<file path="src/gps_pkg.sv">
`default_nettype none
// ----------------------------------------------------------------------------
// gps_pkg
// Shared constants, types and the exp table for the GBM path step block.
// ----------------------------------------------------------------------------
package gps_pkg;

    localparam int EXP_TABLE_BITS = 6;
    localparam int ROM_SIZE       = 1 << EXP_TABLE_BITS;
    localparam int FRAC_W         = 30 - EXP_TABLE_BITS;

    localparam logic [30:0] LOG2E_Q30 = 31'd1549082005;
    localparam logic [29:0] LN2_Q30   = 30'd744261118;
    localparam logic [30:0] ONE_Q30   = 31'h4000_0000;
    localparam logic [63:0] HALF_Q30  = 64'h2000_0000;

    // x/6 as (x * 43691) >> 18, exact for x below 2^17
    localparam int          DIV6_W     = 18;
    localparam int          DIV6_SHIFT = 18;
    localparam logic [15:0] DIV6_RECIP = 16'd43691;

    localparam int          ADDR_W          = 4;
    localparam logic [31:0] START_PRICE_RST = 32'd6553600;
    localparam logic [15:0] PATH_STEPS_RST  = 16'd252;

    typedef enum logic [1:0] {
        REG_START_PRICE = 2'd0,
        REG_DRIFT_STEP  = 2'd1,
        REG_VOL_STEP    = 2'd2,
        REG_PATH_STEPS  = 2'd3
    } t_reg_idx;

    // one bit per datapath step, driven by the sequencer
    typedef struct packed {
        logic load;
        logic mul_vz;
        logic mul_yh;
        logic mul_yl;
        logic mul_u;
        logic mul_u2;
        logic mul_u3;
        logic calc_p;
        logic mul_m;
        logic mul_pr;
        logic emit;
    } t_dp_cmd;

    typedef logic [ROM_SIZE-1:0][31:0] t_exp_rom;

    // 2^(i/ROM_SIZE) in Q.30 by a 12-term series of exp(i*ln2/ROM_SIZE)
    function automatic logic [31:0] exp_rom_entry(input int unsigned i);
        logic [63:0] a;
        logic [63:0] t;
        logic [63:0] s;
        a = (64'(i) * 64'(LN2_Q30) + (64'd1 << (EXP_TABLE_BITS - 1))) >> EXP_TABLE_BITS;
        t = 64'(ONE_Q30);
        s = t;
        t = (((t * a + HALF_Q30) >> 30) + 64'd0) / 64'd1;  s = s + t;
        t = (((t * a + HALF_Q30) >> 30) + 64'd1) / 64'd2;  s = s + t;
        t = (((t * a + HALF_Q30) >> 30) + 64'd1) / 64'd3;  s = s + t;
        t = (((t * a + HALF_Q30) >> 30) + 64'd2) / 64'd4;  s = s + t;
        t = (((t * a + HALF_Q30) >> 30) + 64'd2) / 64'd5;  s = s + t;
        t = (((t * a + HALF_Q30) >> 30) + 64'd3) / 64'd6;  s = s + t;
        t = (((t * a + HALF_Q30) >> 30) + 64'd3) / 64'd7;  s = s + t;
        t = (((t * a + HALF_Q30) >> 30) + 64'd4) / 64'd8;  s = s + t;
        t = (((t * a + HALF_Q30) >> 30) + 64'd4) / 64'd9;  s = s + t;
        t = (((t * a + HALF_Q30) >> 30) + 64'd5) / 64'd10; s = s + t;
        t = (((t * a + HALF_Q30) >> 30) + 64'd5) / 64'd11; s = s + t;
        t = (((t * a + HALF_Q30) >> 30) + 64'd6) / 64'd12; s = s + t;
        return s[31:0];
    endfunction

    function automatic t_exp_rom build_exp_rom();
        t_exp_rom rom;
        for (int i = 0; i < ROM_SIZE; i++) begin
            rom[i] = exp_rom_entry(i);
        end
        return rom;
    endfunction

    localparam t_exp_rom EXP_ROM = build_exp_rom();

endpackage
`default_nettype wire

</file>
<file path="src/gps_ctrl.sv">
`default_nettype none
// ----------------------------------------------------------------------------
// gps_ctrl
// Sequencer: walks one item through the shared multiplier and owns the
// output valid flag.
// ----------------------------------------------------------------------------
module gps_ctrl (
    input  wire logic             i_clk,
    input  wire logic             i_rst_n,
    input  wire logic             i_s_tvalid,
    output logic                  o_s_tready,
    input  wire logic             i_m_tready,
    output logic                  o_m_tvalid,
    output gps_pkg::t_dp_cmd      o_cmd
);
    import gps_pkg::*;

    typedef enum logic [10:0] {
        S_IDLE = 11'b000_0000_0001,
        S_VZ   = 11'b000_0000_0010,
        S_YH   = 11'b000_0000_0100,
        S_YL   = 11'b000_0000_1000,
        S_U    = 11'b000_0001_0000,
        S_U2   = 11'b000_0010_0000,
        S_U3   = 11'b000_0100_0000,
        S_P    = 11'b000_1000_0000,
        S_M    = 11'b001_0000_0000,
        S_PR   = 11'b010_0000_0000,
        S_FIN  = 11'b100_0000_0000
    } t_state;

    t_state r_state;
    t_state n_state;
    logic   r_out_valid;
    logic   n_out_valid;
    logic   accept;
    logic   out_free;

    assign o_s_tready = (r_state == S_IDLE);
    assign accept     = i_s_tvalid & o_s_tready;
    // result slot is free if empty or being drained this cycle
    assign out_free   = ~r_out_valid | i_m_tready;

    always_comb begin
        n_state = r_state;
        case (r_state)
            S_IDLE: if (accept) n_state = S_VZ;
            S_VZ:   n_state = S_YH;
            S_YH:   n_state = S_YL;
            S_YL:   n_state = S_U;
            S_U:    n_state = S_U2;
            S_U2:   n_state = S_U3;
            S_U3:   n_state = S_P;
            S_P:    n_state = S_M;
            S_M:    n_state = S_PR;
            S_PR:   n_state = S_FIN;
            S_FIN:  if (out_free) n_state = S_IDLE;
            default: n_state = S_IDLE;
        endcase
    end

    always_comb begin
        o_cmd        = '0;
        o_cmd.load   = accept;
        o_cmd.mul_vz = (r_state == S_VZ);
        o_cmd.mul_yh = (r_state == S_YH);
        o_cmd.mul_yl = (r_state == S_YL);
        o_cmd.mul_u  = (r_state == S_U);
        o_cmd.mul_u2 = (r_state == S_U2);
        o_cmd.mul_u3 = (r_state == S_U3);
        o_cmd.calc_p = (r_state == S_P);
        o_cmd.mul_m  = (r_state == S_M);
        o_cmd.mul_pr = (r_state == S_PR);
        o_cmd.emit   = (r_state == S_FIN) & out_free;
    end

    assign n_out_valid = o_cmd.emit | (r_out_valid & ~i_m_tready);

    always_ff @(posedge i_clk) begin
        if (!i_rst_n) begin
            r_state     <= S_IDLE;
            r_out_valid <= 1'b0;
        end else begin
            r_state     <= n_state;
            r_out_valid <= n_out_valid;
        end
    end

    assign o_m_tvalid = r_out_valid;

endmodule
`default_nettype wire

</file>
<file path="config.mk">
export PLATFORM = sky130hd
export DESIGN_NAME = gps_ctrl
export DESIGN_NICKNAME = d
export VERILOG_FILES = /design/src/gps_pkg.sv /design/src/gps_ctrl.sv
export SDC_FILE = /design/constraint.sdc
export NUM_CORES = 1
export LEC_CHECK = 0
export BUFFER_PORTS_ARGS = -buffer_cell sky130_fd_sc_hd__buf_2
export CORE_MARGIN = 1.5
export CORE_UTILIZATION = 45
export DETAILED_ROUTE_END_ITERATION = 10
export MAX_ROUTING_LAYER = met4
export PLACE_DENSITY_LB_ADDON = 0.2
export SLEW_MARGIN = 40
export SYNTH_ARGS = -nofsm -noshare
export SYNTH_HDL_FRONTEND = slang
export SYNTH_SLANG_ARGS = --single-unit
</file>
<file path="constraint.sdc">
create_clock -name i_clk -period 2.1 [get_ports i_clk]
set_clock_uncertainty 0.1 [all_clocks]
set_input_delay 0.315 -clock i_clk [delete_from_list [all_inputs] [get_ports i_clk]]
set_output_delay 0.315 -clock i_clk [all_outputs]
set_load 0.01 [all_outputs]
</file>
# Word-level counts from Yosys, hierarchy flattened

Index checks and enable logic that the tools add are counted.

Equal/unequal tests: 13
Muxes and demuxes: 3
Bitwise logic cells: 7
Reductions and logical operators: 1

Operator list:

| kind                                                                     | number |
|---|---|
| 11-bit case mux with 11 select lines                                     | 1 |
| 11-bit two-way mux                                                       | 2 |
| 11-bit by 1-bit equality test with 1-bit output (second input constant)  | 1 |
| 11-bit by 10-bit equality test with 1-bit output (second input constant) | 1 |
| 11-bit equality test (second input constant)                             | 1 |
| 11-bit by 2-bit equality test with 1-bit output (second input constant)  | 1 |
| 11-bit by 3-bit equality test with 1-bit output (second input constant)  | 1 |
| 11-bit by 4-bit equality test with 1-bit output (second input constant)  | 1 |
| 11-bit by 5-bit equality test with 1-bit output (second input constant)  | 1 |
| 11-bit by 6-bit equality test with 1-bit output (second input constant)  | 1 |
| 11-bit by 7-bit equality test with 1-bit output (second input constant)  | 1 |
| 11-bit by 8-bit equality test with 1-bit output (second input constant)  | 1 |
| 11-bit by 9-bit equality test with 1-bit output (second input constant)  | 1 |
| 1-bit AND                                                                | 3 |
| 2-bit by 1-bit != test with 1-bit output (second input constant)         | 1 |
| 2-bit != test (second input constant)                                    | 1 |
| 1-bit inverter                                                           | 2 |
| 1-bit OR                                                                 | 2 |
| 2-bit AND reduction                                                      | 1 |

Flip-flop bits (word level): 12
Bits of input ports: 4
Output and inout port bits: 13
Word-level logic and storage cells: 26

# Depth between registers and ports, before layout

Gate-level depths: netlist of run 1.

Depth after elaboration: 4
Mapped depth: 6
Gate-level depth less buffers: 4

# Worst setup path after synthesis of run 1

Ideal clock, no wire load.

Path type: flip-flop to output port
From: reg r_state[1]
To: out o_cmd[6] in the netlist's numbering
Arrival: 1.989 ns
Data required time: 1.685 ns
Path slack: -0.304 ns
Cell stages (with the launch flop): 7
Path buffers: 2
Cell sequence: dfxtp_1 > or2_1 > buf_2 > or4_1 > clkbuf_1 > or3_1 > nor3b_1

RTL lines:

| what                   | RTL line       | RTL |
|---|---|---|
| from (decl)            | gps_ctrl.sv:32 | `t_state r_state;` |
| from (signal assigned) | gps_ctrl.sv:84 | `r_state <= n_state;` |
| to (decl)              | gps_ctrl.sv:14 | `output gps_pkg::t_dp_cmd o_cmd` |

==> run summary, run 1 <==
The run finished, with violations left. The final reports fail on negative setup slack. The via count of the routed design came out at between 700 and 800. In this run the cell area measured after placement is just over 900 um^2. The die covers 0.001818 mm^2. The count of flip-flops with a built-in enable after synthesis is 0. The critical path is of the flip-flop to output pin type. The post-detailed-routing wire length came out at 2.037 mm.

The final critical-path setup slack is -0.4732 ns. The number of pins with negative max-slew slack in the final report is 0. The overall power came out at 0.5796 mW. The number of rows created at floorplan came out at 14. The via count of the first global-routing pass is 714. The number of antenna cells inserted is 0. The netlist uses 34 different library cells. In the synthesized netlist the async set-or-reset flop fraction comes to 0%. The maximum number of pins on one net before global-route repair is 10.

Across every metal layer, demand over resource in global routing totals around 24%. The main flop type after synthesis is sky130_fd_sc_hd__dfxtp_1. The proportion of layout cells with a drive suffix above 1 came out at 53.85%. The utilization after layout came out at 74.37%. The post-synthesis register bit count came out at 12.

By area the synthesized netlist is led by sky130_fd_sc_hd__dfxtp_1, sky130_fd_sc_hd__nor3_1, sky130_fd_sc_hd__nor2_1. Detailed placement finished with a half-perimeter wire length of 1.292 mm. After synthesis, flip-flops and latches occupy 33.98% of the total area. CTS placed an instance of sky130_fd_sc_hd__clkbuf_4 at the clock tree root.

The smallest clock period supported by the final layout is computed as 2.573 ns. The die boundary height came out at 42.64 um. For the worst-skew pair, the clock arrives at the later sink with an insertion delay of 0.27 ns. The worst hold margin is between 0.2 and 0.25 ns. The CTS tree is built. From left edge to right edge, the die measures 42.64 um. The buffer depth of the longest clock path is 2. The CTS buffer count is 3.

The final setup TNS is -2.759 ns. The clock edge transition at the registers on the reported setup and hold paths is 0.08 ns. The TritonCTS sink count is 12. Of all cell types, the one taking the most synthesized area is sky130_fd_sc_hd__dfxtp_1. The weighted congestion at the end of routability-driven global placement is between 0.8 and 0.9. The area taken by flip-flops and latches is 244.0 um^2. The maximum fanout along the worst path is 3. The routed length per placed instance is 15.32 um. The cell area that synthesis handed to floorplanning was 706.9 um^2.

The detailed router's first-iteration violation count came out at 16. The number of remaining DRC errors is 0. The number of antenna-violating nets in the routed design came out at 0. The Yosys step of the flow raised 0 warnings. The class of the worst hold path is input port to flip-flop.

The cell count after synthesis came out at 84. The fraction of post-synthesis cell area in the top cell type by area is roughly a third. The sum of overflow across all layers after global routing is 0. Counting the fill cells in the layout gives between 100 and 150. Walking the worst path, the cells encountered are or3_4, or4_4, or3_4, nor3b_4, buf_2.

The worst setup path is launched from a flip-flop. Summing all multi-input logic gate instances after layout gives 524.3 um^2. The layout net count is 122. The number of iterations in the first detailed-routing pass came out at 4. The worst slew margin relative to its limit is 75.63%. The count of H-tree levels built during CTS is 1.

The region available for standard cell placement spans 0.001489 mm^2. The maximum resistive drop on vdd came out at 384.8 uV. The finished cells cover ~0.0011 mm^2. In this run the tool buffered the top-level ports with 16 buffer cells. The number of max-capacitance violations reported is 0. Among all stages on the critical path, the largest delay is contributed by sky130_fd_sc_hd__or4_4. The effective utilization at floorplan is 47.48%. The worst-margin pin slew came out at 0.3607 ns.

Of the available clock period, the critical path in the final layout requires 122.5%. The kind of capture point of the worst setup path is an output pin. The fmax is ~390 MHz. The number of antenna violations at the first check in global routing came out at 0. The number of setup violations in the final report came out at 18. The data required time at the worst endpoint is 1.68 ns.

The area added between synthesis and finish is 56.64%. Setup repair after global routing could not meet its margin everywhere. The arrival time of data at the critical path endpoint came out at 2.16 ns.

The synthesized area per cell came out at 8.416 um^2. The first-pass GRT wire length came out at 3.222 mm. The total of hold buffers inserted after clock tree synthesis came out at 0. The cell repeated most along the worst path is sky130_fd_sc_hd__or3_4.

The number of nets in the synthesized netlist is 88. The count of endpoints failing hold in the final timing report is 0. The delay of the slowest cell on the worst path is about 0.44 ns. The power per standard cell area is 523.4 mW/mm^2.

The mean number of vias per cell came out at slightly below 6. 17 I/O pins were placed. The reported leakage power is approximately 0.48 nW.
-- cells in the final DEF (no fill, tap or decap), types with 3 or more instances in the layout --
cell / count
sky130_fd_sc_hd__buf_2: 13
sky130_fd_sc_hd__inv_1: 3
sky130_fd_sc_hd__buf_6: 7
sky130_fd_sc_hd__nor4_1: 3
sky130_fd_sc_hd__clkbuf_4: 3
sky130_fd_sc_hd__nor3_4: 3
sky130_fd_sc_hd__dfxtp_1: 9
sky130_fd_sc_hd__nand2b_1: 4
sky130_fd_sc_hd__dfxtp_2: 3
sky130_fd_sc_hd__buf_4: 17
sky130_fd_sc_hd__nor3_1: 5
sky130_fd_sc_hd__or4_4: 3
sky130_fd_sc_hd__nor2_1: 7
-- final timing paths --
| kind | to | slack (ns) | depth (start not counted) | start |
|---|---|---|---|---|
| setup / recovery | o_cmd[6] | -0.47 | 5 | r_state[9] |
| hold / removal | r_state[1] | 0.23 | 2 | i_s_tvalid |
| setup reg to reg | r_state[0] | -0.07 | 6 | r_state[6] |
| hold reg to reg | o_m_tvalid | 0.43 | 2 | o_m_tvalid |
-- synthesized netlist by cell type, drive strengths merged, types with 2 or more instances --
library cell / count
dfxtp: 12
nor2: 9
nor3: 8
nor4: 5
buf: 4
clkbuf: 4
nand2b: 4
and3: 3
inv: 3
or4: 3
and2: 2
nand2: 2
nand3: 2
nor2b: 2
or3: 2
or4b: 2
xnor2: 2
-- critical path: cells and delay by family, from the launching register on --
| family | cells | cell delay (ns) |
|---|---|---|
| and+or+nand+nor | 4 | 1.40 |
| DFF | 1 | 0.33 |
| buffers and inverters | 1 | 0.15 |
-- area by class of cell --
class	count	share of cell area [%]
timing repair buffer	37	24.52
clock buffer	4	3.277
inverter	3	1.017
sequential	12	22.03
tap	16	1.808
multi-input combinational	61	47.34
-- metrics by stage --
stage	setup WS (ns)	cells
after floorplan	-0.1902	84
after global placement	-0.1030	125
after detailed placement	-0.1294	125
after CTS	-0.4353	130
after global routing	-0.5179	133
final	-0.4732	133
-- routing by layer --
metal	GRT usage [%]	up-vias	wire length, um
met1	32.80	369	848
li1	-	370	-
met3	7.328	4	157
met4	9.375	0	25
met2	33.03	30	1005
met5	-	-	0
-- where the power goes --
group,internal [mW],switching [mW]
clock network,0.105,0.0846
logic,0.0796,0.0752
registers,0.232,0.00248
total,0.417,0.162
-- flip-flops by register name, indices dropped and copies added (netlist names) --
register and count:
o_m_tvalid 1, r_state 11
-- repair_timing --
| action | CTS | global route |
|---|---|---|
| gates resized for setup | 14 | 11 |
| pin swaps | 7 | 4 |
| setup buffers | 1 | 4 |
| endpoints found under the setup margin | 11 | 18 |
-- kinds of logic after synthesis --
kind of cell,after synthesis,share of synthesized area [%]
and+or+nand+nor,49,42.65
buffers and inverters,11,6.902
AOI/OAI and AO/OA,9,12.75
DFF,12,33.98
xor gates and xnor gates,3,3.717
No activity file was read; power rests on OpenSTA's default activity.
==> inputs of run 2 (changes only) <==
Settings changed: CORE_ASPECT_RATIO from default to 1.25, CORE_UTILIZATION 45 to 40, SLEW_MARGIN 40 to 20.
==> run summary, run 2 (same netlist as run 1, synthesis figures left out) <==
The floorplan step defined a die boundary enclosing 0.002030 mm^2. Along the worst path, the maximum fanout reaches 3. In this run the core area contains 16 standard-cell rows. The kind of capture point of the worst setup path is an output pin. Buffers placed on the I/O ports in this run total 16.

By startpoint and endpoint, the worst setup path is classified as flip-flop to output pin. The CTS buffer count is 3. The initial utilization of the core area, before any placement, comes to 43.60%. The worst-margin pin slew is 0.3324 ns. The flip-flop count of the largest register, all copies and words added is 11.

Buffers inserted to repair hold after CTS numbered 0. The signal on the critical path passes through or3_4, or4_4, or3_4, nor3b_4, buf_2. Dividing the final minimum period by the clock period gives 120.0%. The class of the worst hold path is input port to flip-flop.

Counting flops per register, the top entry is r_state. The time the worst path needs with I/O delays and setup came out at 2.519 ns. The number of pins with negative max-slew slack in the final report came out at 0. The tree is rooted in a sky130_fd_sc_hd__clkbuf_4. The die boundary width came out at between 40 and 50 um. The cell that appears most often on the critical path is sky130_fd_sc_hd__or3_4. The flow ran to the end, but the final reports show violations. For this run, the slowest stage of the critical path takes ~0.43 ns.

The total core area came out at about 0.0016 mm^2. The data required time at the worst endpoint came out at 1.68 ns. The number of remaining DRC errors is 0. The number of standard cells in the final layout excluding fillers came out at approximately 140.

The TritonCTS sink count came out at 12. The buffer depth of the longest clock path came out at 2. The design draws approximately 0.54 mW. The arrival time of data at the critical path endpoint is 2.10 ns. The clock latency on the worst-skew pair is 0.27 ns. Summed over all cells, the static leakage comes to roughly 0.48 nW. The post-detailed-routing wire length is 1.968 mm.

The number of antenna violations at the first check in global routing is 0. The detailed router's first-iteration violation count came out at 8. The count of H-tree levels built during CTS is 1.

The maximum number of pins on one net before global-route repair came out at 10. The kind of launch point of the worst setup path is a flip-flop. The library cells used most frequently in the layout, excluding fill and tap cells, are sky130_fd_sc_hd__buf_4, sky130_fd_sc_hd__buf_2, sky130_fd_sc_hd__buf_6, sky130_fd_sc_hd__dfxtp_1, sky130_fd_sc_hd__nor2_1. The cell total after placement is between 100 and 150. The routed length per placed instance came out at ~14 um.

The final reports fail on negative setup slack. The worst hold margin is 0.1889 ns. The worst slew margin relative to its limit is 77.54%. The layout net count came out at 126. Setup repair after global routing could not meet its margin everywhere. Leaving out fill and tap cells, the most frequent cell in the layout is sky130_fd_sc_hd__buf_4. The CTS tree is built. The via count of the routed design is 748. The congestion estimate from routability-driven global placement came to approximately 0.84.

The cell family contributing the most delay on the critical path is simple AND/OR/NAND/NOR gates. After clock tree synthesis, the clock-pin slew on the worst setup and hold paths is ~0.070 ns. Static timing analysis puts the maximum clock frequency at 396.9 MHz. Counting both buffers and inverters, the worst setup path holds a total of 1.

The repair_antennas step left the layout with diodes totalling 0. The power per standard cell area is 469.7 mW/mm^2. The via count of the first global-routing pass is between 600 and 700. The first-pass GRT wire length is ~3.1 mm. The mean number of vias per cell came out at 5.420.

For this design, the slowest cell found on the critical path is sky130_fd_sc_hd__or4_4. The die boundary height came out at 50 um. The count of endpoints failing hold in the final timing report came out at 0. After legalization and detailed placement, the total HPWL measured 1.400 mm. Max-cap violations in this run came to 0. The sum of overflow across all layers after global routing is 0. The number of antenna-violating nets in the routed design came out at 0.

The area growth from synthesis to layout is 63.36%. Global routing consumed, over all layers together, 23.00% of the routing resources. The maximum resistive drop on vdd came out at 418.9 uV. Cells with a size suffix above 1 make up between 50% and 60% of the layout.

The first TritonRoute pass finished after 4 iterations. The final critical-path setup slack came out at -0.4194 ns. The I/O pin count is 17.

Setup violations remaining at the end of the flow were counted as 17.
==> run 2: what timing repair did <==
action | in CTS | in global routing
gates resized for setup | 17 | 13
setup buffers | 7 | 3
setup endpoints to repair | 12 | 18
pin swaps | 9 | 10
hold endpoints to repair | 0 | 0
==> run 2: per-layer routing <==
layer | part of all wire, % | vias to the layer above | track usage [%]
li1 | - | 375 | -
met1 | 40 | 355 | 26.48
met2 | 56 | 14 | 37.83
met3 | 2.1 | 4 | 4.054
met4 | 1.5 | 0 | 8.333
met5 | 0 | - | -
==> run 2: area by class of cell <==
cell class | count | area [um^2]
Fill cell | 135 | 466.7
Clock buffer | 3 | 22.52
Sequential cell | 12 | 245.2
Inverter | 3 | 11.26
Multi-Input combinational cell | 61 | 534.3
Tap cell | 18 | 22.52
Timing Repair Buffer | 41 | 319.1
==> run 2: worst reg2reg max path, stage by stage, from the launching register on <==
cell,delay [ns]
sky130_fd_sc_hd__dfxtp_2,0.32
sky130_fd_sc_hd__or4_4,0.53
sky130_fd_sc_hd__or4_4,0.46
sky130_fd_sc_hd__buf_6,0.15
sky130_fd_sc_hd__o41ai_4,0.25
sky130_fd_sc_hd__buf_4,0.22
sky130_fd_sc_hd__nor4_1,0.05
==> run 2: path summary, 6_finish.rpt <==
kind	from	depth (start not counted)	slack [ns]	to
min reg2reg	o_m_tvalid	2	0.41	o_m_tvalid
max reg2reg	r_state[5]	6	-0.09	r_state[6]
max	r_state[10]	5	-0.42	o_cmd[6]
min	i_s_tvalid	2	0.19	r_state[1]
==> run 2: metrics by stage <==
stage,instance area (um^2),setup TNS (ns),util (%),worst slack [ns]
3_3_place_gp,935.9,-0.2330,57.72,-0.1221
4_1_cts,1099,-3.584,67.75,-0.4653
6_report,1155,-3.217,71.22,-0.4194
5_1_grt,1155,-4.316,71.22,-0.4631
3_5_place_dp,935.9,-0.3048,57.72,-0.1535
2_1_floorplan,749.5,-0.5079,-,-0.1902
==> run 2: power by group <==
part | internal [mW] | switching, mW | total (mW)
Clock | 0.0664 | 0.0723 | 0.139
Combinational | 0.0919 | 0.0767 | 0.169
Sequential | 0.232 | 0.00277 | 0.235
