`config.mk`:
```
export PLATFORM = sky130hd
export DESIGN_NAME = gps_regs
export DESIGN_NICKNAME = d
export VERILOG_FILES = /design/src/gps_pkg.sv /design/src/gps_regs.sv
export SDC_FILE = /design/constraint.sdc
export NUM_CORES = 1
export LEC_CHECK = 0
export ABC_AREA = 0
export BUFFER_PORTS_ARGS = -buffer_cell sky130_fd_sc_hd__buf_2
export CAP_MARGIN = 20
export CORE_MARGIN = 10
export CORE_UTILIZATION = 37
export CTS_CLUSTER_DIAMETER = 60
export DETAILED_ROUTE_END_ITERATION = 16
export PLACE_DENSITY = 0.71
export SLEW_MARGIN = 15
export SYNTH_ARGS = -nofsm -noshare
export SYNTH_HDL_FRONTEND = slang
export SYNTH_SLANG_ARGS = --single-unit
```
`constraint.sdc`:
```
create_clock -name i_clk -period 1.7 [get_ports i_clk]
set_clock_uncertainty 0.05 [all_clocks]
set_input_delay 0.34 -clock i_clk [delete_from_list [all_inputs] [get_ports i_clk]]
set_output_delay 0.34 -clock i_clk [all_outputs]
set_load 0.02 [all_outputs]
```
`src/gps_pkg.sv`:
```
`default_nettype none
// ----------------------------------------------------------------------------
// gps_pkg
// Shared constants, types and the exp table for the GBM path step block.
// ----------------------------------------------------------------------------
package gps_pkg;

    localparam int EXP_TABLE_BITS = 6;
    localparam int ROM_SIZE       = 1 << EXP_TABLE_BITS;
    localparam int FRAC_W         = 30 - EXP_TABLE_BITS;

    localparam logic [30:0] LOG2E_Q30 = 31'd1549082005;
    localparam logic [29:0] LN2_Q30   = 30'd744261118;
    localparam logic [30:0] ONE_Q30   = 31'h4000_0000;
    localparam logic [63:0] HALF_Q30  = 64'h2000_0000;

    // x/6 as (x * 43691) >> 18, exact for x below 2^17
    localparam int          DIV6_W     = 18;
    localparam int          DIV6_SHIFT = 18;
    localparam logic [15:0] DIV6_RECIP = 16'd43691;

    localparam int          ADDR_W          = 4;
    localparam logic [31:0] START_PRICE_RST = 32'd6553600;
    localparam logic [15:0] PATH_STEPS_RST  = 16'd252;

    typedef enum logic [1:0] {
        REG_START_PRICE = 2'd0,
        REG_DRIFT_STEP  = 2'd1,
        REG_VOL_STEP    = 2'd2,
        REG_PATH_STEPS  = 2'd3
    } t_reg_idx;

    // one bit per datapath step, driven by the sequencer
    typedef struct packed {
        logic load;
        logic mul_vz;
        logic mul_yh;
        logic mul_yl;
        logic mul_u;
        logic mul_u2;
        logic mul_u3;
        logic calc_p;
        logic mul_m;
        logic mul_pr;
        logic emit;
    } t_dp_cmd;

    typedef logic [ROM_SIZE-1:0][31:0] t_exp_rom;

    // 2^(i/ROM_SIZE) in Q.30 by a 12-term series of exp(i*ln2/ROM_SIZE)
    function automatic logic [31:0] exp_rom_entry(input int unsigned i);
        logic [63:0] a;
        logic [63:0] t;
        logic [63:0] s;
        a = (64'(i) * 64'(LN2_Q30) + (64'd1 << (EXP_TABLE_BITS - 1))) >> EXP_TABLE_BITS;
        t = 64'(ONE_Q30);
        s = t;
        t = (((t * a + HALF_Q30) >> 30) + 64'd0) / 64'd1;  s = s + t;
        t = (((t * a + HALF_Q30) >> 30) + 64'd1) / 64'd2;  s = s + t;
        t = (((t * a + HALF_Q30) >> 30) + 64'd1) / 64'd3;  s = s + t;
        t = (((t * a + HALF_Q30) >> 30) + 64'd2) / 64'd4;  s = s + t;
        t = (((t * a + HALF_Q30) >> 30) + 64'd2) / 64'd5;  s = s + t;
        t = (((t * a + HALF_Q30) >> 30) + 64'd3) / 64'd6;  s = s + t;
        t = (((t * a + HALF_Q30) >> 30) + 64'd3) / 64'd7;  s = s + t;
        t = (((t * a + HALF_Q30) >> 30) + 64'd4) / 64'd8;  s = s + t;
        t = (((t * a + HALF_Q30) >> 30) + 64'd4) / 64'd9;  s = s + t;
        t = (((t * a + HALF_Q30) >> 30) + 64'd5) / 64'd10; s = s + t;
        t = (((t * a + HALF_Q30) >> 30) + 64'd5) / 64'd11; s = s + t;
        t = (((t * a + HALF_Q30) >> 30) + 64'd6) / 64'd12; s = s + t;
        return s[31:0];
    endfunction

    function automatic t_exp_rom build_exp_rom();
        t_exp_rom rom;
        for (int i = 0; i < ROM_SIZE; i++) begin
            rom[i] = exp_rom_entry(i);
        end
        return rom;
    endfunction

    localparam t_exp_rom EXP_ROM = build_exp_rom();

endpackage
`default_nettype wire

```
`src/gps_regs.sv`:
```
`default_nettype none
// ----------------------------------------------------------------------------
// gps_regs
// APB register file: start price, drift, volatility and path length.
// ----------------------------------------------------------------------------
module gps_regs (
    input  wire logic                      i_clk,
    input  wire logic                      i_rst_n,
    input  wire logic                      psel,
    input  wire logic                      penable,
    input  wire logic                      pwrite,
    input  wire logic [gps_pkg::ADDR_W-1:0] paddr,
    input  wire logic [31:0]               pwdata,
    output logic      [31:0]               prdata,
    output logic                           pready,
    output logic      [31:0]               o_start_price,
    output logic      [31:0]               o_drift_step,
    output logic      [30:0]               o_vol_step,
    output logic      [15:0]               o_path_steps
);
    import gps_pkg::*;

    logic [31:0] r_start_price;
    logic [31:0] r_drift_step;
    logic [30:0] r_vol_step;
    logic [15:0] r_path_steps;
    t_reg_idx    reg_idx;
    logic        wr_en;

    assign reg_idx = t_reg_idx'(paddr[3:2]);
    assign wr_en   = psel & penable & pwrite;
    assign pready  = 1'b1;

    always_ff @(posedge i_clk) begin
        if (!i_rst_n) begin
            r_start_price <= START_PRICE_RST;
            r_drift_step  <= '0;
            r_vol_step    <= '0;
            r_path_steps  <= PATH_STEPS_RST;
        end else if (wr_en) begin
            case (reg_idx)
                REG_START_PRICE: r_start_price <= pwdata;
                REG_DRIFT_STEP:  r_drift_step  <= pwdata;
                REG_VOL_STEP:    r_vol_step    <= pwdata[30:0];
                REG_PATH_STEPS:  r_path_steps  <= pwdata[15:0];
                default: ;
            endcase
        end
    end

    always_comb begin
        case (reg_idx)
            REG_START_PRICE: prdata = r_start_price;
            REG_DRIFT_STEP:  prdata = r_drift_step;
            REG_VOL_STEP:    prdata = {1'b0, r_vol_step};
            REG_PATH_STEPS:  prdata = {16'd0, r_path_steps};
            default:         prdata = '0;
        endcase
    end

    assign o_start_price = r_start_price;
    assign o_drift_step  = r_drift_step;
    assign o_vol_step    = r_vol_step;
    assign o_path_steps  = r_path_steps;

endmodule
`default_nettype wire

```
Yosys cells after proc, flatten, opt, wreduce, memory -nomap -nowiden
Index checks and enable logic that the tools add are counted.
- logic and storage cells: 15
- input bits: 41
- register bits after elaboration: 111
- output and inout bits: 144
- reduce and logical (&&, ||, !) cells: 5
- mux-type cells: 1
- bitwise operators: 2
- equal/unequal tests: 3
- operators with widths (cell ; count):
    $pmux 32 s4 ; 1
    $reduce_and 2->1 ; 4
    $eq 2x2->1 const B ; 2
    $and 1x1->1 ; 2
    $eq 2x1->1 const B ; 1
    $logic_not 2->1 ; 1

Longest topological paths before layout
Gate-level depths: netlist (run 1).
- word-level depth: 3
- gate-level depth with buffers: 5
- depth with buffers taken out: 3

Worst setup path before layout (run 1)
Ideal clock, no wire load.
- path kind: input to output
- start: in paddr[2] (netlist bit)
- end: out prdata[16]
- path buffers: 3
- stages on the path: 5
- setup slack: -0.182 ns
- arrival: 1.492 ns
- cell sequence: buf_4 buf_4 buf_4 mux2i_1 o21ai_0
- longest elaborated chain between the ends: 2
- elaborated cells on any way between the ends: 5
- classes of those cells: eq/ne: 3; mux: 1; reduce/logical: 1
- ends and longest elaborated chain (element ; line ; text):
    from (decl) ; gps_regs.sv:12 ; input wire logic [gps_pkg::ADDR_W-1:0] paddr,
    $eq 2x2->1, or another cell as far along ; gps_regs.sv:52 ; case (reg_idx)
    $pmux 32 s4 * ; gps_regs.sv:52 ;
    to (decl) ; gps_regs.sv:14 ; output logic [31:0] prdata,
Mark *: on every way between the ends. The rest lies on a longest branch, timed or not.

Worst setup path in the final report (run 1)
- start: reg r_path_steps[3], in the netlist o_path_steps[3]
- end: out prdata[3]
- longest elaborated chain between the ends: 1
- ends and longest elaborated chain (element ; line ; text):
    from (decl) ; gps_regs.sv:26 ; logic [15:0] r_path_steps;
    from (signal assigned) ; gps_regs.sv:45 ; REG_PATH_STEPS: r_path_steps <= pwdata[15:0];
    $pmux 32 s4 ; gps_regs.sv:52 ;
Every way passes these cells.

==> out/results.txt, run 1 <==
The async set-reset flop share out of synthesis is 0%. The tools report the total of warnings raised by yosys as 0. By area the synthesized netlist is led by sky130_fd_sc_hd__dfxtp_1 (46%), sky130_fd_sc_hd__mux2i_1 (25%), sky130_fd_sc_hd__nand2_1 (12%), sky130_fd_sc_hd__mux4_2 (7.4%), sky130_fd_sc_hd__o21ai_0 (2.2%). Number of antenna cells inserted: 0.

Counting distinct cell types in the post-synthesis netlist gives 21. Clock-pin slew was measured on the worst setup and hold paths at 0.06 ns. The number of hold buffers added after CTS was 0.

The overall die width was 135 um. The net count after synthesis was 524. Along the worst path, the maximum fanout reaches 2. For this design, the sink count on the clock tree is 111.

Of the synthesized area, sequential elements account for 45.5%. Most common cell in the netlist: sky130_fd_sc_hd__nand2_1. For the via count of the first global-routing pass, the log shows 4,425. Cell with the biggest individual delay on the critical path: sky130_fd_sc_hd__mux4_2. Number of placement rows: 41. The hold path startpoint was pwdata[31]. The detailed-route wire length came out at 15.4 mm. The hold path endpoint is o_drift_step[31]$_SDFFE_PN0P_.

Endpoint of the most critical register-to-register path: o_path_steps[6]$_SDFFE_PN1P_. The congestion estimate from routability-driven global placement came to 0.806. The worst hold path passes through 3 cells.

For the DRC violation count after routing, the log shows 0. The first detailed-routing pass took 4 iterations. The largest stage delay on the critical path works out to 0.49 ns. The number of nets in the finished design came out at 724.

Setup repair after global routing could not meet its margin everywhere. Across every metal layer, demand over resource in global routing totals 16.0%. The top cell type by total area after synthesis is sky130_fd_sc_hd__dfxtp_1. The tools report the count of routing violations after the opening detailed-route iteration as 155.

The detail route stage leaves a number of antenna-violating nets equal to 0. The checks that failed: setup timing. The reg-to-reg startpoint was o_path_steps[6]$_SDFFE_PN1P_. The flow ran to the end, but the final reports show violations. Counting the fill cells in the layout gives 1,130. The clock root buffer is sky130_fd_sc_hd__clkbuf_16. For the worst flop-to-flop path, the logic depth is 4. The slack of the worst reg-to-reg path was 0.76 ns; the count of pins over their slew limit was 0. The tools report the endpoint class of the critical path as a primary output. Type of the worst setup path: reg -> out. The run gives 1.31 ns as the arrival time of the worst setup path. The die span in y was 135 um. The run gives 2270 sq um as the flip-flop and latch area. The max-capacitance violation count was 0; the top achievable clock speed was 0.588 GHz. After global routing the overflow that remains totals 0. In this run, synthesis produced a sequential element count of 111.

The area growth from synthesis to layout is 39.9%. The worst setup path is launched from a flop. The cell count after synthesis came out at 483. The number of antenna violations at the first check in global routing came out at 0. The synthesized design contains 0 enable-type register cells. Counting along the longest clock path gives a buffer depth of 2. TritonCTS built the clock tree. Most common flop cell mapped by yosys: sky130_fd_sc_hd__dfxtp_1. Traced cell by cell, the critical path runs through mux4_2 > buf_6. The combined area of the multi-input logic cells is 2460 sq um, and the final period utilization is 100%. For the worst setup path, the data required time is 1.31 ns. The region available for standard cell placement spans 12,800 sq um. The worst hold margin is 0.229 ns. The maximum number of pins on one net before global-route repair was 64; the clock insertion delay at the later pin of the skew report was 0.34 ns. The total count of hold-check failures in the final report was 0; the worst-case vdd ir drop was 0.473 mV. After synthesis, the most frequently instantiated cells are sky130_fd_sc_hd__nand2_1 (150), sky130_fd_sc_hd__mux2i_1 (121), sky130_fd_sc_hd__dfxtp_1 (111).

Summed over its instances, the top area cell type makes up 45.5% of the synthesized netlist area. The leakage power figure is 3.21 nW. The run gives -0.00166 ns as the final worst-path setup slack. The die covers 18,200 sq um. In this run the worst hold path is classified as in -> reg. The final design utilization is 53.5%, and the average routed wire per standard cell is 18.0 um. The proportion of layout cells with a drive suffix above 1 is 44.8%.

The number of buffers added by the clock tree synthesis step came out at 9. The cell area after synthesis came out at 4880 sq um. The worst path needs 1.70 ns of the cycle, external delays included.

For this configuration, the core starts out at a cell density of 38.2%. The mean cell area of the mapped netlist is 10.1 sq um, and the top-level I/O count is 185. The vias after detailed routing is 4,246. The setup-violating endpoint count in the final report was 1; the wire length of the first global-routing pass was 23.5 mm. The HPWL reported at the end of detailed placement is 10.9 mm.

Using the TritonRoute via totals, the vias-per-cell ratio works out to 4.95. The number of H-tree levels is 3, and the cell area power density is 771 nW/um^2. Input and output buffers added on the ports amount to 181.
## critical path, delay by kind of cell, from the launching register on
kind / cells / cell delay (ns)
flops: 1 / 0.33
buf+inv: 1 / 0.15
mux: 1 / 0.49
## layer usage
metal | global-route usage (%) | routed length, um
met3 | 5.27 | 1200
met4 | 5.26 | 219
met2 | 26.9 | 7590
met1 | 18.9 | 6420
met5 | 0 | 0
## cell families after synthesis
kind of cell / after synthesis / synth area share [%]
buffers and inverters: 44 / 5.23
other: 1 / 0.0768
AO/OA/AOI/OAI: 27 / 3.23
multiplexers: 137 / 32.2
AND/OR/NAND/NOR: 163 / 13.7
flip-flops: 111 / 45.5
## layout by cell type (no fill, tap or decap), drive strengths merged, types with 2 or more instances in the layout
cell,count
buf,226
nand2,150
mux2i,121
dfxtp,111
o21ai,21
mux4,16
clkbuf,12
nor2b,7
inv,6
o311ai,6
nor2,2
## area by class of cell
type | count | share of cell area [%]
clock inverter | 2 | 0.513
multi-input combinational | 328 | 36.0
sequential | 111 | 33.2
inverter | 6 | 0.330
tap | 172 | 3.15
timing repair buffer | 227 | 23.4
clock buffer | 11 | 3.41
## metrics by stage
stage                     area, sq um  TNS (ns)  power (W)  cells  worst slack (ns)
after global placement           6120    -0.678    0.00323    820           -0.0456
after global routing             6830    -0.230    0.00545    857           -0.0449
after CTS                        6660   -0.0235    0.00530    846           -0.0203
after floorplan                  4910   -0.0572    0.00304    483           -0.0343
after detailed placement         6120     -1.73    0.00325    820           -0.0806
final                            6830  -0.00166    0.00527    857          -0.00166
## what timing repair did
action                     in CTS  in global routing
setup endpoints to repair      31                 31
resized for setup              57                 36
setup buffers                  11                  9
gates cloned                    2                  2
## report_power, final
group | total, W | switching [W] | internal [W]
combinational | 0.000604 | 0.000340 | 0.000264
clock | 0.00200 | 0.000884 | 0.00112
sequential | 0.00266 | 0.0000264 | 0.00264
## worst max path at each step
stage | startpoint | endpoint | slack [ns] | cells after the start
final | o_path_steps[3]$_SDFFE_PN1P_ | prdata[3] | -0.002 | 2
after global routing | o_path_steps[2]$_SDFFE_PN1P_ | prdata[2] | -0.04 | 2
after CTS | o_path_steps[2]$_SDFFE_PN1P_ | prdata[2] | -0.02 | 2
after detailed placement | paddr[2] | prdata[2] | -0.08 | 4
after global placement | paddr[2] | prdata[1] | -0.05 | 4
after floorplan | paddr[2] | prdata[16] | -0.03 | 5
## flip-flops by register name, summed over array words and instances, names as in the netlist
| name | cells |
|---|---|
| o_drift_step | 32 |
| o_start_price | 32 |
| o_path_steps | 16 |
| o_vol_step | 31 |
Power figures use the tool's default switching activity.
==> run 2: changes to the inputs <==
RECOVER_POWER = 100   (was not set)
SKIP_LAST_GASP = 1   (was not set)
==> run 2 against run 1 <==
  * Non-clock buffer count did not move
  * Combinational power decreased by 5.0%
  * Global-route usage did not move
  * Critical endpoint is now prdata[11]
  * The flow still finishes with violations (setup timing)
==> out/results.txt, run 2 (synthesis results as in run 1) <==
The tools report the wire length of the first global-routing pass as 23.5 mm (unchanged). The length of the first detailed-routing pass in iterations came out at 4 (unchanged). Count of routing violations after the opening detailed-route iteration: 161 (was 155). Class of the tightest hold or removal check: in -> reg (unchanged). The net switching fraction of the power is 23.8% (was 23.7%), and the max-capacitance violation count is 0 (unchanged).

The via count of the first global-routing pass was 4,425 (unchanged); the number of antenna cells inserted was 0 (unchanged). For the number of buffers added by the clock tree synthesis step, the log shows 9 (unchanged). The largest stage delay on the critical path is 0.52 ns (was 0.49 ns).

The logs give 0 (unchanged) for the number of nets with antenna violations after detailed routing and 38.2% (unchanged) for the effective utilization at floorplan. The tools report the clock insertion delay at the later pin of the skew report as 0.34 ns (about the same). The kind of launch point of the worst setup path is an input pin (was a flop). The critical-path maximum fanout was 5 (was 2); the die span in y was 135 um (unchanged). The maximum number of pins on one net before global-route repair was 64 (unchanged). The run gives 2 (unchanged) as the worst-case clock buffer depth. The combined global-route utilization of all metal layers is 16.0% (unchanged).

The tools report the worst-case vdd ir drop as 0.474 mV (was 0.473 mV). The overall die area came out at 18,200 sq um (unchanged). The type of the worst setup path is in -> out (was reg -> out). The vias per cell is 4.93 (was 4.95). The run gives 1.33 ns (was 1.31 ns) as the arrival time of the worst setup path.

The run gives 0 (unchanged) as the total count of hold-check failures in the final report. The tools report the relative contribution of sequential cells to total power as 50.8% (was 50.5%). Setup repair after global routing could not meet its margin everywhere. The logs give 11.0% (was 11.5%) for the part of the total power dissipated in combinational logic and 3 (unchanged) for the number of H-tree levels. Cell with the biggest individual delay on the critical path: sky130_fd_sc_hd__mux4_2 (unchanged). The number of clock sinks seen by CTS is 111 (unchanged). Failing checks: setup timing (unchanged). The logs give 185 (unchanged) for the top-level I/O count and 0.00125 W (about the same) for the switching power. The setup-violating endpoint count in the final report is 4 (was 1), and the clock transition at the registers of the reported paths is 0.07 ns (was 0.06 ns). The run gives 38.2% (was 38.0%) as the portion of total power attributed to the clock network. The cell-internal power was 0.00399 W (was 0.00402 W). The vias after detailed routing is 4,224 (was 4,246). Most frequent cells in the layout: sky130_fd_sc_hd__nand2_1 (150), sky130_fd_sc_hd__mux2i_1 (120), sky130_fd_sc_hd__clkbuf_1 (112) (was sky130_fd_sc_hd__buf_2 (159), sky130_fd_sc_hd__nand2_1 (150), sky130_fd_sc_hd__mux2i_1 (120)).

The power consumption was 0.00524 W (was 0.00527 W). Final RePlAce weighted congestion: 0.806 (unchanged). The tools report the placeable core region as 12,800 sq um (unchanged).

For the number of antenna violations at the first check in global routing, the log shows 0 (unchanged). The average routed wire per standard cell was 18.0 um (about the same); the aggregate negative setup slack was -0.0433 ns (was -0.00166 ns). Ordered list of cells on the worst path: buf_8 > buf_4 > mux4_2 > buf_6 (was mux4_2 > buf_6). TritonCTS built the clock tree. The cell area power density is 801 nW/um^2 (was 771 nW/um^2). The tools report the residual overflow from global routing as 0 (unchanged). Number of placement rows: 41 (unchanged). Clock root buffer: sky130_fd_sc_hd__clkbuf_16 (unchanged). The final period demand of the worst path works out to 1.72 ns (was 1.70 ns).

The run gives 0.229 ns (about the same) as the worst hold margin. Final period utilization: 101% (was 100%). The tools report the endpoint class of the critical path as a primary output (unchanged).

The final worst-path setup slack is -0.0209 ns (was -0.00166 ns). Standard cell area after detailed placement: 6120 sq um (unchanged). The required time of the worst setup path was 1.31 ns (about the same). The overall die width came out at 135 um (unchanged). Proportion of layout cells with a drive suffix above 1: 28.6% (was 44.8%). The flow ran to the end, but the final reports show violations.

The logs give 0.581 GHz (was 0.588 GHz) for the top achievable clock speed and 0 (unchanged) for the count of pins over their slew limit. The tools report the detailed-route wire length as 15.4 mm (about the same). The post-synthesis to final-layout area growth works out to 34.1% (was 39.9%). The logs give 0 (unchanged) for the DRC violation count after routing and 2.70 nW (was 3.21 nW) for the leakage power figure. The final cell area excluding filler cells came out at 6550 sq um (was 6830 sq um). The leading cell type in the layout, fill and taps excluded is sky130_fd_sc_hd__nand2_1 (was sky130_fd_sc_hd__buf_2). For the HPWL reported at the end of detailed placement, the log shows 10.9 mm (unchanged). The count of input and output buffers works out to 181 (unchanged). The number of nets in the finished design came out at 724 (unchanged).
[run 2: cell count changes in the layout (fill, tap and decap cells not counted), sizes merged]
cell    previous run  this run
clkbuf            12       138
buf              226       100
[run 2: critical path: cells and delay by family]
kind	cells	cell delay (ns)
buffers and inverters	3	0.47
multiplexers	1	0.52
[run 2: area by class of cell]
cell class	count	area [sq um]
Sequential cell	111	2270
Fill cell	1227	6230
Inverter	6	22.5
Clock buffer	11	233
Timing Repair Buffer	227	1330
Clock inverter	2	35.0
Multi-Input combinational cell	328	2440
Tap cell	172	215
[run 2: power by group through the flow]
stage	Combinational, W	Clock [W]	Sequential (W)
floorplan	0.000282	0	0.00276
global placement	0.000510	0	0.00272
detailed placement	0.000526	0	0.00272
CTS	0.000581	0.00206	0.00266
global route	0.000618	0.00214	0.00267
finish	0.000574	0.00200	0.00266
[run 2: stage by stage]
stage | instances | setup WS, ns | util, %
5_1_grt | 857 | -0.0449 | 51.2
6_report | 857 | -0.0209 | 51.2
2_1_floorplan | 483 | -0.0343 | -
3_5_place_dp | 820 | -0.0806 | 47.9
3_3_place_gp | 820 | -0.0456 | 47.9
4_1_cts | 846 | -0.0203 | 52.1
[run 2: worst paths after layout]
check | from | to | slack (ns) | depth (start not counted)
worst max register to register | o_path_steps[6]$_SDFFE_PN1P_ | o_path_steps[6]$_SDFFE_PN1P_ | 0.76 | 4
worst min register to register | o_path_steps[14]$_SDFFE_PN0P_ | o_path_steps[14]$_SDFFE_PN0P_ | 0.42 | 2
worst max-delay path | paddr[2] | prdata[11] | -0.02 | 4
worst min-delay path | pwdata[31] | o_drift_step[31]$_SDFFE_PN0P_ | 0.23 | 3
[run 2: what timing repair did]
item,CTS,global route
hold buffers,0,0
setup buffers,11,9
cloned,2,2
endpoints found under the setup margin,31,31
resized for setup,57,36
[run 2: per-layer routing]
layer  vias to the layer above  GRT usage (%)  share of wire [%]
li1                       2042              -                  -
met1                      2035           18.9                 42
met2                       131           26.9                 49
met3                        16           5.27                7.4
met4                         0           5.26                1.3
met5                         -              0                  0
==> run 3: changes to the inputs <==
CAP_MARGIN = 40   (was 20)
SKIP_CTS_REPAIR_TIMING = 1   (was not set)
==> run 3 against run 2 <==
  * The flow still finishes with violations (setup timing)
  * Combinational power grew 2%
  * Non-clock buffer count shrank 13
  * Sequential share of layout area shrank 0.81 points
  * Fmax grew 0.83%
  * Total power grew 0.17%
  * Sequential cell count is the same
  * Clock-buffer cell count is the same
  * Setup slack gained 0.014 ns
  * Wire length shrank 1.2%
  * Register-to-register slack gained 0.21 ns
  * Sequential power is essentially flat
  * Core utilization grew 0.99 points
  * Critical endpoint is now prdata[2]
==> out/results.txt, run 3 (synthesis results as in run 1) <==
The run gives 0.34 ns (about the same) as the clock insertion delay at the later pin of the skew report. Die span in y: 135 um (unchanged). Failing checks: setup timing (unchanged). The total count of hold-check failures in the final report was 0 (unchanged); the critical-path maximum fanout was 3 (was 5). The overall die width came out at 135 um (unchanged). For the setup-violating endpoint count in the final report, the log shows 2 (was 4). The flip-flop and latch area was 2260 sq um (was 2270 sq um). For the count of pins over their slew limit, the log shows 0 (unchanged). Ordered list of cells on the worst path: mux4_2 > buf_6 (was buf_8 > buf_4 > mux4_2 > buf_6). Overall die area: 18,200 sq um (unchanged). Final worst-path setup slack: -0.00684 ns (was -0.0209 ns). The number of nets with antenna violations after detailed routing was 0 (unchanged). The type of the worst setup path is reg -> out (was in -> out). For the power consumption, the log shows 0.00525 W (was 0.00524 W).

The class of the tightest hold or removal check is in -> reg (unchanged). The flow ran to the end, but the final reports show violations. Leading cell type in the layout, fill and taps excluded: sky130_fd_sc_hd__nand2_1 (unchanged). The cell area power density was 787 nW/um^2 (was 801 nW/um^2).

Count of routing violations after the opening detailed-route iteration: 182 (was 161). The vias per cell works out to 4.96 (was 4.93). The clock transition at the registers of the reported paths is 0.06 ns (was 0.07 ns). Detailed-route wire length: 15.3 mm (was 15.4 mm). The logs give 4,346 (was 4,425) for the via count of the first global-routing pass and 9 (unchanged) for the number of buffers added by the clock tree synthesis step.

Number of antenna violations at the first check in global routing: 0 (unchanged). The required time of the worst setup path was 1.31 ns (about the same). The logs give 10.9 mm (unchanged) for the HPWL reported at the end of detailed placement and 0 (unchanged) for the DRC violation count after routing. The run gives 185 (unchanged) as the top-level I/O count. The endpoint class of the critical path was a primary output (unchanged). The vias after detailed routing is 4,183 (was 4,224), and the buffer and inverter count on the worst path is 1 (was 3). The tools report the placeable core region as 12,800 sq um (unchanged).

Most frequent cells in the layout: sky130_fd_sc_hd__nand2_1 (150), sky130_fd_sc_hd__buf_2 (139), sky130_fd_sc_hd__mux2i_1 (120) (was sky130_fd_sc_hd__nand2_1 (150), sky130_fd_sc_hd__mux2i_1 (120), sky130_fd_sc_hd__clkbuf_1 (112)). The combined global-route utilization of all metal layers was 15.3% (was 16.0%); the largest stage delay on the critical path was 0.49 ns (was 0.52 ns). The worst-case clock buffer depth is 2 (unchanged). The final period demand of the worst path was 1.71 ns (was 1.72 ns); the final RePlAce weighted congestion was 0.806 (unchanged). Setup repair after global routing could not meet its margin everywhere.

The run gives 52.2% (was 51.2%) as the final design utilization. The count of input and output buffers was 181 (unchanged); the leakage power figure was 3.05 nW (was 2.70 nW). The tools report the number of antenna cells inserted as 0 (unchanged).

The maximum number of pins on one net before global-route repair was 64 (unchanged). The number of clock sinks seen by CTS was 111 (unchanged). The clock root buffer is sky130_fd_sc_hd__clkbuf_16 (unchanged). The run gives 0 (unchanged) as the residual overflow from global routing.

The cell with the biggest individual delay on the critical path was sky130_fd_sc_hd__mux4_2 (unchanged). The worst-case vdd ir drop came out at 0.473 mV (was 0.474 mV). The effective utilization at floorplan is 38.2% (unchanged), and the number of nets in the finished design is 711 (was 724). Top cell family by delay on the critical path: multiplexers (unchanged). The logs give 0 (unchanged) for the max-capacitance violation count and 22.6 mm (was 23.5 mm) for the wire length of the first global-routing pass. The proportion of layout cells with a drive suffix above 1 was 39.1% (was 28.6%).

The number of H-tree levels is 3 (unchanged). Final period utilization: 100% (was 101%). The post-synthesis to final-layout area growth is 36.7% (was 34.1%), and the final cell count without fillers is 844 (was 857). The number of fill cells in the layout is 1,174 (was 1,227), and the combined area of the multi-input logic cells is 2450 sq um (was 2440 sq um). The kind of launch point of the worst setup path is a flop (was an input pin). The number of placed instances with taps included is 820 (unchanged). The top achievable clock speed came out at 0.586 GHz (was 0.581 GHz). For the arrival time of the worst setup path, the log shows 1.32 ns (was 1.33 ns). Average routed wire per standard cell: 18.1 um (was 18.0 um). The tools report the length of the first detailed-routing pass in iterations as 4 (unchanged).

TritonCTS built the clock tree. The tools report the number of placement rows as 41 (unchanged).
==> run 3: changes by cell type in the layout (fill, tap and decap cells not counted), moves of 2 or more <==
| cell | delta |
|---|---|
| sky130_fd_sc_hd__buf_12 | +8 |
| sky130_fd_sc_hd__clkbuf_4 | -6 |
| sky130_fd_sc_hd__clkbuf_2 | -11 |
| sky130_fd_sc_hd__buf_4 | -11 |
| sky130_fd_sc_hd__clkbuf_16 | +2 |
| sky130_fd_sc_hd__dfxtp_1 | +8 |
| sky130_fd_sc_hd__dfxtp_2 | -8 |
| sky130_fd_sc_hd__buf_2 | +94 |
| sky130_fd_sc_hd__clkbuf_1 | -88 |
| sky130_fd_sc_hd__buf_16 | -2 |
==> run 3: tightest hold or removal path: stages <==
cell and delay, ns:
sky130_fd_sc_hd__buf_2 0.10, sky130_fd_sc_hd__nand2_1 0.07, sky130_fd_sc_hd__mux2i_1 0.06
==> run 3: stage by stage <==
stage                     hold WS, ns  cell area (sq um)  setup TNS (ns)  setup WS, ns
after floorplan                 0.452               4910         -0.0572       -0.0343
after global placement          0.404               6120          -0.678       -0.0456
after detailed placement        0.412               6120           -1.73       -0.0806
after CTS                       0.218               6380           -1.44       -0.0868
after global routing            0.244               6670          -0.343       -0.0509
final                           0.230               6670        -0.00990      -0.00684
==> run 3: worst paths after layout <==
check / from / end / slack (ns) / cells past startpoint
hold / removal: pwdata[31] / o_drift_step[31]$_SDFFE_PN0P_ / 0.23 / 3
hold reg to reg: o_path_steps[14]$_SDFFE_PN0P_ / o_path_steps[14]$_SDFFE_PN0P_ / 0.42 / 2
setup reg to reg: o_path_steps[1]$_SDFFE_PN0P_ / o_path_steps[1]$_SDFFE_PN0P_ / 0.97 / 3
setup / recovery: o_path_steps[2]$_SDFFE_PN1P_ / prdata[2] / -0.007 / 2
==> run 3: layer usage <==
metal  vias to the layer above  track usage (%)  share of wire (%)
li1                       2007                -                  -
met1                      2011             17.7                 41
met2                       147             25.7                 49
met3                        18             5.19                7.6
met4                         0             5.32                1.4
met5                         -                0                  0
==> run 3: final cells by class <==
cell class	count	share of cell area, %
Clock buffer	11	3.49
Clock inverter	2	0.525
Inverter	6	0.338
Multi-Input combinational cell	328	36.7
Sequential cell	111	33.9
Tap cell	172	3.23
Timing Repair Buffer	214	21.8
==> run 3: where the power goes <==
group          switching (W)  internal (W)
sequential         0.0000275       0.00264
clock               0.000884       0.00112
combinational       0.000334      0.000251
total                0.00125       0.00401
